`config.mk`:
```
export PLATFORM = sky130hd
export DESIGN_NAME = utf8_to_utf32_decoder_flat
export DESIGN_NICKNAME = d
export VERILOG_FILES = /design/src/u8d_pkg.sv /design/src/u8d_ifs.sv /design/src/utf8_to_utf32_decoder.sv /design/src/flat_wrapper.sv
export VERILOG_INCLUDE_DIRS = /design/src /design/src/src
export SDC_FILE = /design/constraint.sdc
export NUM_CORES = 1
export LEC_CHECK = 0
export BUFFER_PORTS_ARGS = -buffer_cell sky130_fd_sc_hd__clkbuf_2
export CORE_UTILIZATION = 60
export DETAILED_ROUTE_END_ITERATION = 10
export GPL_TIMING_DRIVEN = 0
export PLACE_DENSITY = 0.83
export SKIP_LAST_GASP = 1
export SYNTH_ARGS = -nofsm -noshare
export SYNTH_HDL_FRONTEND = slang
export SYNTH_SLANG_ARGS = --single-unit
export TNS_END_PERCENT = 10
```
`constraint.sdc`:
```
create_clock -name clk -period 5.9 [get_ports clk]
set_input_delay 0 -clock clk [delete_from_list [all_inputs] [get_ports clk]]
set_output_delay 0 -clock clk [all_outputs]
set_load 0.05 [all_outputs]
```
`src/utf8_to_utf32_decoder_assert.svh`:
```
// assertion macros shared by the decoder rtl
`ifndef UTF8_TO_UTF32_DECODER_ASSERT_SVH
`define UTF8_TO_UTF32_DECODER_ASSERT_SVH

// same-cycle implication, checked on clk, off while rst_n is low
`define U8D_ASSERT_NOW(label, ante, cons, msg) \
  label: assert property (@(posedge clk) disable iff (!rst_n) (ante) |-> (cons)) \
    else $error(msg);

// next-cycle implication, checked on clk, off while rst_n is low
`define U8D_ASSERT_NEXT(label, ante, cons, msg) \
  label: assert property (@(posedge clk) disable iff (!rst_n) (ante) |=> (cons)) \
    else $error(msg);

`endif

```
`src/u8d_pkg.sv`:
```
// types, constants and decode functions of the utf-8 to utf-32 decoder
package u8d_pkg;

  localparam int unsigned MaxResults = 4;
  localparam int unsigned RemW       = $clog2(MaxResults + 1);
  localparam int unsigned SlotW      = $clog2(MaxResults);

  localparam logic [20:0] MaxCode = 21'h10FFFF;

  localparam logic [7:0] MaskAscii = 8'h80;
  localparam logic [7:0] Mask2     = 8'hE0;
  localparam logic [7:0] Lead2     = 8'hC0;
  localparam logic [7:0] Mask3     = 8'hF0;
  localparam logic [7:0] Lead3     = 8'hE0;
  localparam logic [7:0] Mask4     = 8'hF8;
  localparam logic [7:0] Lead4     = 8'hF0;

  // one result entry as queued for the output channel
  typedef struct packed {
    logic [20:0] code_point;
    logic        is_end;
    logic        had_error;
  } res_t;

  // sequence length set by a lead byte, 0 when the byte cannot lead
  function automatic logic [2:0] lead_len(input logic [7:0] b);
    logic [2:0] len;
    if ((b & MaskAscii) == 8'h00) len = 3'd1;
    else if ((b & Mask2) == Lead2) len = 3'd2;
    else if ((b & Mask3) == Lead3) len = 3'd3;
    else if ((b & Mask4) == Lead4) len = 3'd4;
    else len = 3'd0;
    return len;
  endfunction

  // code point of a multi-byte sequence: held bytes plus the closing byte
  function automatic logic [20:0] assemble(input logic [23:0] held, input logic [7:0] b,
                                           input logic [2:0] len);
    logic [20:0] cp;
    unique case (len)
      3'd2:    cp = {10'd0, held[4:0], b[5:0]};
      3'd3:    cp = {5'd0, held[3:0], held[13:8], b[5:0]};
      default: cp = {held[2:0], held[13:8], held[21:16], b[5:0]};
    endcase
    return cp;
  endfunction

endpackage

```
`src/u8d_ifs.sv`:
```
// channel interfaces of the decoder: byte input, result output, config write

interface u8d_in_if;
  logic       valid;
  logic       ready;
  logic [7:0] data_byte;
  logic       end_of_stream;
  modport source (output valid, output data_byte, output end_of_stream, input ready);
  modport sink   (input valid, input data_byte, input end_of_stream, output ready);
endinterface

interface u8d_out_if;
  logic        valid;
  logic        ready;
  logic [20:0] code_point;
  logic        is_end;
  logic        had_error;
  logic        last_of_run;
  modport source (output valid, output code_point, output is_end, output had_error,
                  output last_of_run, input ready);
  modport sink   (input valid, input code_point, input is_end, input had_error,
                  input last_of_run, output ready);
endinterface

interface u8d_cfg_if;
  logic valid;
  logic ready;
  logic error_policy;
  modport source (output valid, output error_policy, input ready);
  modport sink   (input valid, input error_policy, output ready);
endinterface

```
`src/utf8_to_utf32_decoder.sv`:
```
// utf-8 byte stream to utf-32 code point decoder, top level
//
// channels: in_bus takes one utf-8 byte per transaction with end_of_stream
// marking the final byte; out_bus gives code point results and, after the
// final byte, one end result whose had_error reports any error of the
// stream; last_of_run flags the final result caused by one byte. cfg_bus
// writes error_policy (0 skip bad bytes, 1 stop emitting at first error),
// always ready, to be written only while the decoder is idle.
// timing: a byte is decoded in the cycle it is accepted and its results
// sit in a four-entry result queue, so the first result is valid in the
// cycle after acceptance. a byte gives zero to three results; one result
// leaves per cycle while out_bus is ready, so throughput is one byte per
// cycle if no byte yields more than one result; else the queue drains first.
// stall: while out_bus is stalled, the queue holds; a new byte is taken
// once the queue is empty or its last entry leaves in the same cycle.
// reset: rst_n (synchronous, active low) clears the open sequence, the
// error flags, the policy and the result queue; the decoder is ready for
// the first byte in the cycle after reset is released.
`include "utf8_to_utf32_decoder_assert.svh"

module utf8_to_utf32_decoder (
  input  logic      clk,
  input  logic      rst_n,
  u8d_in_if.sink    in_bus,
  u8d_out_if.source out_bus,
  u8d_cfg_if.sink   cfg_bus
);

  // stream state
  logic [23:0] held_r;      // bytes of the open sequence, lead at the bottom
  logic [1:0]  cnt_r;       // bytes held, lead included
  logic [2:0]  len_r;       // length of the open sequence, 0 when none
  logic        err_r;       // sticky error of the current stream
  logic        stop_r;      // stop mode hit an error
  logic        pol_r;       // error policy register

  // result queue, slot 0 faces the output
  u8d_pkg::res_t               queue_r [u8d_pkg::MaxResults];
  logic [u8d_pkg::RemW-1:0]    rem_r;

  logic in_fire;
  logic out_fire;

  // step results of the current byte
  logic [23:0] held_nxt;
  logic [1:0]  cnt_nxt;
  logic [2:0]  len_nxt;
  logic        err_nxt;
  logic        stop_nxt;
  logic [2:0]  lead;
  logic [20:0] asm_cp;
  logic        cut;       // sequence cut short by the end of the stream
  logic [7:0]  h1;
  logic [7:0]  h2;
  logic        had_err;

  u8d_pkg::res_t            step_res;  // code point of the byte step itself
  logic                     step_v;

  u8d_pkg::res_t            cand      [u8d_pkg::MaxResults];
  logic [u8d_pkg::MaxResults-1:0] cand_v;
  u8d_pkg::res_t            packed_q  [u8d_pkg::MaxResults];
  logic [u8d_pkg::RemW-1:0] n_res;

  assign in_fire  = in_bus.valid && in_bus.ready;
  assign out_fire = out_bus.valid && out_bus.ready;

  // take a byte when the queue is empty or drains its last entry now
  assign in_bus.ready = (rem_r == '0) ||
                        ((rem_r == u8d_pkg::RemW'(1)) && out_bus.ready);

  assign cfg_bus.ready = 1'b1;

  assign out_bus.valid       = (rem_r != '0);
  assign out_bus.code_point  = queue_r[0].code_point;
  assign out_bus.is_end      = queue_r[0].is_end;
  assign out_bus.had_error   = queue_r[0].had_error;
  assign out_bus.last_of_run = (rem_r == u8d_pkg::RemW'(1));

  assign lead   = u8d_pkg::lead_len(in_bus.data_byte);
  assign asm_cp = u8d_pkg::assemble(held_r, in_bus.data_byte, len_r);

  // byte step: take an ascii or stray byte, or open, extend or close a sequence
  always_comb begin
    held_nxt = held_r;
    cnt_nxt  = cnt_r;
    len_nxt  = len_r;
    err_nxt  = err_r;
    stop_nxt = stop_r;
    step_res = '0;
    step_v   = 1'b0;
    if (!stop_r) begin
      if (len_r == 3'd0) begin
        if (lead == 3'd0) begin
          // stray byte that cannot lead
          err_nxt  = 1'b1;
          stop_nxt = pol_r;
        end else if (lead == 3'd1) begin
          step_v = 1'b1;
          step_res.code_point = {13'd0, in_bus.data_byte};
        end else begin
          held_nxt = {16'd0, in_bus.data_byte};
          cnt_nxt  = 2'd1;
          len_nxt  = lead;
        end
      end else if (({1'b0, cnt_r} + 3'd1) >= len_r) begin
        // closing byte
        if (asm_cp > u8d_pkg::MaxCode) begin
          err_nxt  = 1'b1;
          stop_nxt = pol_r;
        end else begin
          step_v = 1'b1;
          step_res.code_point = asm_cp;
        end
        held_nxt = '0;
        cnt_nxt  = '0;
        len_nxt  = '0;
      end else begin
        held_nxt[8*cnt_r +: 8] = in_bus.data_byte;
        cnt_nxt = cnt_r + 2'd1;
      end
    end
  end

  // end of stream: a cut sequence drops its lead, the rest is decoded again
  assign cut     = in_bus.end_of_stream && !stop_nxt && (len_nxt != 3'd0);
  assign h1      = held_nxt[15:8];
  assign h2      = held_nxt[23:16];
  assign had_err = err_nxt | cut;

  always_comb begin
    cand[0]   = step_res;
    cand_v[0] = step_v;
    cand[1]   = '0;
    cand[2]   = '0;
    cand_v[1] = 1'b0;
    cand_v[2] = 1'b0;
    // only skip mode goes on past the dropped lead
    if (cut && !pol_r) begin
      if (cnt_nxt == 2'd2) begin
        if (!h1[7]) begin
          cand_v[1] = 1'b1;
          cand[1].code_point = {13'd0, h1};
        end
      end else if (cnt_nxt == 2'd3) begin
        if (!h1[7]) begin
          cand_v[1] = 1'b1;
          cand[1].code_point = {13'd0, h1};
          if (!h2[7]) begin
            cand_v[2] = 1'b1;
            cand[2].code_point = {13'd0, h2};
          end
        end else if (u8d_pkg::lead_len(h1) == 3'd2) begin
          cand_v[1] = 1'b1;
          cand[1].code_point = {10'd0, h1[4:0], h2[5:0]};
        end else if (!h2[7]) begin
          cand_v[1] = 1'b1;
          cand[1].code_point = {13'd0, h2};
        end
      end
    end
    cand_v[3]          = in_bus.end_of_stream;
    cand[3].code_point = '0;
    cand[3].is_end     = 1'b1;
    cand[3].had_error  = had_err;
  end

  // pack the present results in order
  always_comb begin
    n_res = '0;
    for (int k = 0; k < u8d_pkg::MaxResults; k++) begin
      packed_q[k] = '0;
    end
    for (int k = 0; k < u8d_pkg::MaxResults; k++) begin
      if (cand_v[k]) begin
        packed_q[n_res[u8d_pkg::SlotW-1:0]] = cand[k];
        n_res = n_res + u8d_pkg::RemW'(1);
      end
    end
  end

  always_ff @(posedge clk) begin
    if (!rst_n) begin
      held_r <= '0;
      cnt_r  <= '0;
      len_r  <= '0;
      err_r  <= 1'b0;
      stop_r <= 1'b0;
      pol_r  <= 1'b0;
      rem_r  <= '0;
    end else begin
      if (cfg_bus.valid && cfg_bus.ready) begin
        pol_r <= cfg_bus.error_policy;
      end
      if (in_fire) begin
        if (in_bus.end_of_stream) begin
          // new stream starts clean
          held_r <= '0;
          cnt_r  <= '0;
          len_r  <= '0;
          err_r  <= 1'b0;
          stop_r <= 1'b0;
        end else begin
          held_r <= held_nxt;
          cnt_r  <= cnt_nxt;
          len_r  <= len_nxt;
          err_r  <= err_nxt;
          stop_r <= stop_nxt;
        end
        rem_r <= n_res;
      end else if (out_fire) begin
        rem_r <= rem_r - u8d_pkg::RemW'(1);
      end
    end
  end

  // queue payload, no reset needed
  always_ff @(posedge clk) begin
    if (in_fire) begin
      for (int k = 0; k < u8d_pkg::MaxResults; k++) begin
        queue_r[k] <= packed_q[k];
      end
    end else if (out_fire) begin
      for (int k = 0; k < u8d_pkg::MaxResults - 1; k++) begin
        queue_r[k] <= queue_r[k + 1];
      end
    end
  end

  `U8D_ASSERT_NOW(a_open_seq_count, len_r != 3'd0,
                  (cnt_r != 2'd0) && ({1'b0, cnt_r} < len_r), "held count out of range")
  `U8D_ASSERT_NOW(a_stop_has_error, stop_r, err_r, "stopped without an error")
  `U8D_ASSERT_NEXT(a_eos_clears, in_fire && in_bus.end_of_stream,
                   (len_r == 3'd0) && !err_r && !stop_r && (rem_r != '0),
                   "stream state not cleared after end byte")
  `U8D_ASSERT_NOW(a_end_is_last, out_bus.valid && out_bus.is_end,
                  rem_r == u8d_pkg::RemW'(1), "end result not last in queue")
  `U8D_ASSERT_NOW(a_accept_drains, in_fire,
                  (rem_r == '0) || ((rem_r == u8d_pkg::RemW'(1)) && out_fire),
                  "byte taken over pending results")

endmodule

```
`src/flat_wrapper.sv`:
```
// flat-port wrapper written by rule: the top's interface ports become plain ports
module utf8_to_utf32_decoder_flat 
  (clk, rst_n, in_bus_valid, in_bus_data_byte, in_bus_end_of_stream, in_bus_ready, out_bus_valid, out_bus_code_point, out_bus_is_end, out_bus_had_error, out_bus_last_of_run, out_bus_ready, cfg_bus_valid, cfg_bus_error_policy, cfg_bus_ready);
  u8d_in_if in_bus_i ();
  u8d_out_if out_bus_i ();
  u8d_cfg_if cfg_bus_i ();
  input  logic clk;
  input  logic rst_n;
  input wire logic [$bits(in_bus_i.valid)-1:0] in_bus_valid;
  input wire logic [$bits(in_bus_i.data_byte)-1:0] in_bus_data_byte;
  input wire logic [$bits(in_bus_i.end_of_stream)-1:0] in_bus_end_of_stream;
  output wire logic [$bits(in_bus_i.ready)-1:0] in_bus_ready;
  output wire logic [$bits(out_bus_i.valid)-1:0] out_bus_valid;
  output wire logic [$bits(out_bus_i.code_point)-1:0] out_bus_code_point;
  output wire logic [$bits(out_bus_i.is_end)-1:0] out_bus_is_end;
  output wire logic [$bits(out_bus_i.had_error)-1:0] out_bus_had_error;
  output wire logic [$bits(out_bus_i.last_of_run)-1:0] out_bus_last_of_run;
  input wire logic [$bits(out_bus_i.ready)-1:0] out_bus_ready;
  input wire logic [$bits(cfg_bus_i.valid)-1:0] cfg_bus_valid;
  input wire logic [$bits(cfg_bus_i.error_policy)-1:0] cfg_bus_error_policy;
  output wire logic [$bits(cfg_bus_i.ready)-1:0] cfg_bus_ready;
  assign in_bus_i.valid = in_bus_valid;
  assign in_bus_i.data_byte = in_bus_data_byte;
  assign in_bus_i.end_of_stream = in_bus_end_of_stream;
  assign in_bus_ready = in_bus_i.ready;
  assign out_bus_valid = out_bus_i.valid;
  assign out_bus_code_point = out_bus_i.code_point;
  assign out_bus_is_end = out_bus_i.is_end;
  assign out_bus_had_error = out_bus_i.had_error;
  assign out_bus_last_of_run = out_bus_i.last_of_run;
  assign out_bus_i.ready = out_bus_ready;
  assign cfg_bus_i.valid = cfg_bus_valid;
  assign cfg_bus_i.error_policy = cfg_bus_error_policy;
  assign cfg_bus_ready = cfg_bus_i.ready;
  utf8_to_utf32_decoder u_core (.clk(clk), .rst_n(rst_n), .in_bus(in_bus_i), .out_bus(out_bus_i), .cfg_bus(cfg_bus_i));
endmodule
```
==> impl_results.md <==
* Status: completed
* Clock network power share at 18.1%
* Slew at the pin closest to its max-slew limit at 1120 ps
* Count leader, synth: edfxtp_1
* Number of synthesized flops with an enable pin at 54
* Reg power frac at 43.2%
* HP Class: input port to register
* Detail-routed via count per cell at 6.57
* TritonCTS clock tree: yes
* Most frequent cells after synthesis: 54 x edfxtp_1, 53 x nand2_1, 40 x nor2_1, 33 x o21ai_0, 32 x dfxtp_1
* Synthesized area per cell at 9.72 um^2
* Crit path DAT at 5710 ps
* Shortest period the worst path allows at 5550 ps
* Endpoint class of the critical path: register
* Share of the synthesized area in the top cell type at 32.7%
* Starting DRT DRC Count at 439
* Internal power at 0.00118 W
* Layout Utilization at 70.1%
* Core Area at 7850 um^2
* # IOs at 42
* Worst r2r src: u_core.cnt_r[0]
* Die Height at 92.9 um
* CTS root buffer: clkbuf_8
* Worst setup SP type: register
* Synth warn at 0
* Distinct cells, synth at 67
* Final setup fails at 0
* Fin. Hold Viols at 0
* Power Density at 380 nW/um^2
* Mapped Area at 4950 um^2
* Row cnt at 32
* Register area at 2260 um^2
* Finished Cell Area at 5500 um^2
* Layout area overhead at 11.1%
* Vias post-DR at 4,424
* Clk_skew at 10.1 ps
* Post-synthesis mux area share at 1.24%
* 1st-pass router iterations at 8
* Fraction of layout cells with a size suffix above 1 at 15.1%
* Critical path type: register to register
* Post-Synthesis Cells at 510
* XOR/XNOR Fraction of Synth Area at 0.530%
* WL final at 13,200 um
* Total grt overflow at 0
* Adder-Cell Fraction of Synth Area at 4.80%
* Slew margin rel. at 25.6%
* Wire per inst at 19.6 um
* Worst hold start: in_bus_data_byte[4]
* Final TNS setup at 0 ps
* Die Span X at 92.9 um
* Antenna Cells at 0
* Multi-input logic area at 2490 um^2
* Synth area leaders: edfxtp_1 33%, dfxtp_1 13%, ha_1 4.8%
* Seq cells post-synth at 86
* Routability cong. at 0.953
* Setup crit start: u_core.cnt_r[0]
* Post-CTS Setup Inserts at 0
* MaxCap Viol Count at 0
* Placement Cell Area at 5280 um^2
* WP data required at 6060 ps
* Worst-path maximum fanout at 10
* Seq/Total Area, Yosys at 45.7%
* Worst-Skew Late Latency at 360 ps
* Num CTS Buffers at 9
* RSZ-0062 raised after global routing: no
* Largest net degree at the start of global routing at 49
* Initial Util at 63.1%
* Die ar. at 8630 um^2
* Nets at 600
* Total GRT Usage at 31.9%
* Fin. max-slew vios at 0
* Switching Share at 43.7%
* Vias in the first global route at 4,233
* Logic pwr share at 38.7%
* Synth async-reset ratio at 0%
* Simple-gate share of the synthesized area at 20.2%
* Longest Clk Path Bufs at 2
* DP HPWL at 9830 um
* Synth Area in Compound Gates at 23.1%
* Initial antenna violation count at 0
* Synth Flop Type: edfxtp_1
* Port bufs at 37
* Sink Count at 86
* Worst vdd ir at 399 uV
* Fmax at 180 MHz
* Routed Antenna Nets at 0
* CTS H-tree depth at 3
* Leak pwr at 1.89 nW
* Synth area leader: edfxtp_1
* Layout filler cell count at 613
* Remaining DRCs at 0
* P_sw at 0.000914 W
* Main combinational cell family by area after synthesis: compound AO/OA/AOI/OAI gates
* Final period utilization at 94.1%
* Clock transition at path regs at 90 ps
* First-pass GRT wire length at 21,000 um
-- power by group through the flow --
stage	clock [W]	sequential [W]	combinational, W
after floorplan	0	0.00113	0.000373
after global placement	0	0.000909	0.000773
after detailed placement	0	0.000918	0.000797
after CTS	0.000380	0.000905	0.000802
after global routing	0.000404	0.000916	0.000860
final	0.000378	0.000903	0.000809
-- flip-flops by register name, summed over array words and instances (netlist names) --
signal and flops:
u_core.queue_r 54, u_core.held_r 21, u_core.len_r 3, u_core.rem_r 3, u_core.cnt_r 2, u_core.err_r 1
u_core.pol_r 1, u_core.stop_r 1
-- cells by family after synthesis --
| group | count (synthesis) |
|---|---|
| and+or+nand+nor | 183 |
| AOI/OAI and AO/OA | 163 |
| muxes | 6 |
| other | 2 |
| adders and majority gates | 19 |
| buffers and inverters | 48 |
| xor gates and xnor gates | 3 |
| DFF | 86 |
-- through the flow --
step	total power (W)	hold slack (ps)	cells	setup WS, ps
2_1_floorplan	0.00150	138	513	1250
3_3_place_gp	0.00168	262	652	479
3_5_place_dp	0.00171	291	652	353
4_1_cts	0.00209	6.49	673	304
5_1_grt	0.00218	30.3	673	84.5
6_report	0.00209	17.2	673	351
-- area by class of cell --
| class | instances | area share (%) |
|---|---|---|
| multi-input combinational | 379 | 45.3 |
| sequential | 86 | 41.1 |
| timing repair buffer | 42 | 4.27 |
| buffer | 27 | 2.48 |
| tap | 102 | 2.32 |
| clock buffer | 9 | 2.25 |
| inverter | 21 | 1.43 |
| clock inverter | 7 | 0.887 |
-- placed cells by master (no fill, tap or decap), types with 11 or more instances in the layout --
cell type | Yosys | layout
nor2_1 | 40 | 39
a21oi_1 | 30 | 30
nand2_1 | 53 | 53
clkbuf_1 | 15 | 15
a22oi_1 | 25 | 25
nor3_1 | 11 | 11
o21ai_0 | 33 | 33
nor2b_1 | 24 | 24
a22o_1 | 11 | 11
nand3_1 | 18 | 18
edfxtp_1 | 54 | 54
ha_1 | 19 | 19
dfxtp_1 | 32 | 32
inv_1 | 21 | 21
clkbuf_2 | 0 | 37
-- timing repair --
| action | CTS | global route |
|---|---|---|
| endpoints found under the setup margin | 0 | 3 |
| gates resized for setup | 0 | 1 |
| hold buffers | 5 | 0 |
| endpoints found under the hold margin | 6 | 0 |
-- path summary, 6_finish.rpt --
| check | slack, ps | depth (start not counted) | end |
|---|---|---|---|
| worst min register to register | 480 | 2 | u_core.err_r |
| worst max register to register | 350 | 19 | u_core.queue_r[0][8] |
| worst max-delay path | 350 | 19 | u_core.queue_r[0][8] |
| worst min-delay path | 20 | 3 | u_core.held_r[4] |
-- critical path, cell delays in order (launching register included) --
cell and delay [ps]:
dfxtp_1 540, inv_1 150, ha_1 380, ha_1 210, a21oi_1 330, o211ai_4 200, buf_6 190, or4_1 560
o211ai_1 270, o311ai_1 210, and2_1 240, ha_1 370, xor2_1 250, inv_1 100, ha_1 210, nand2_1 90
nand2_1 210, nor2_2 330, nand2_1 160, o31ai_1 330
-- routing by layer --
metal / part of all wire (%) / vias to the layer above / track usage [%]
met2: 48 / 292 / 52.7
met5: 0 / - / 0
met4: 3.2 / 0 / 12.9
met1: 40 / 2054 / 41.8
li1: - / 2027 / -
met3: 9.0 / 51 / 4.84
Power figures use the tool's default switching activity.
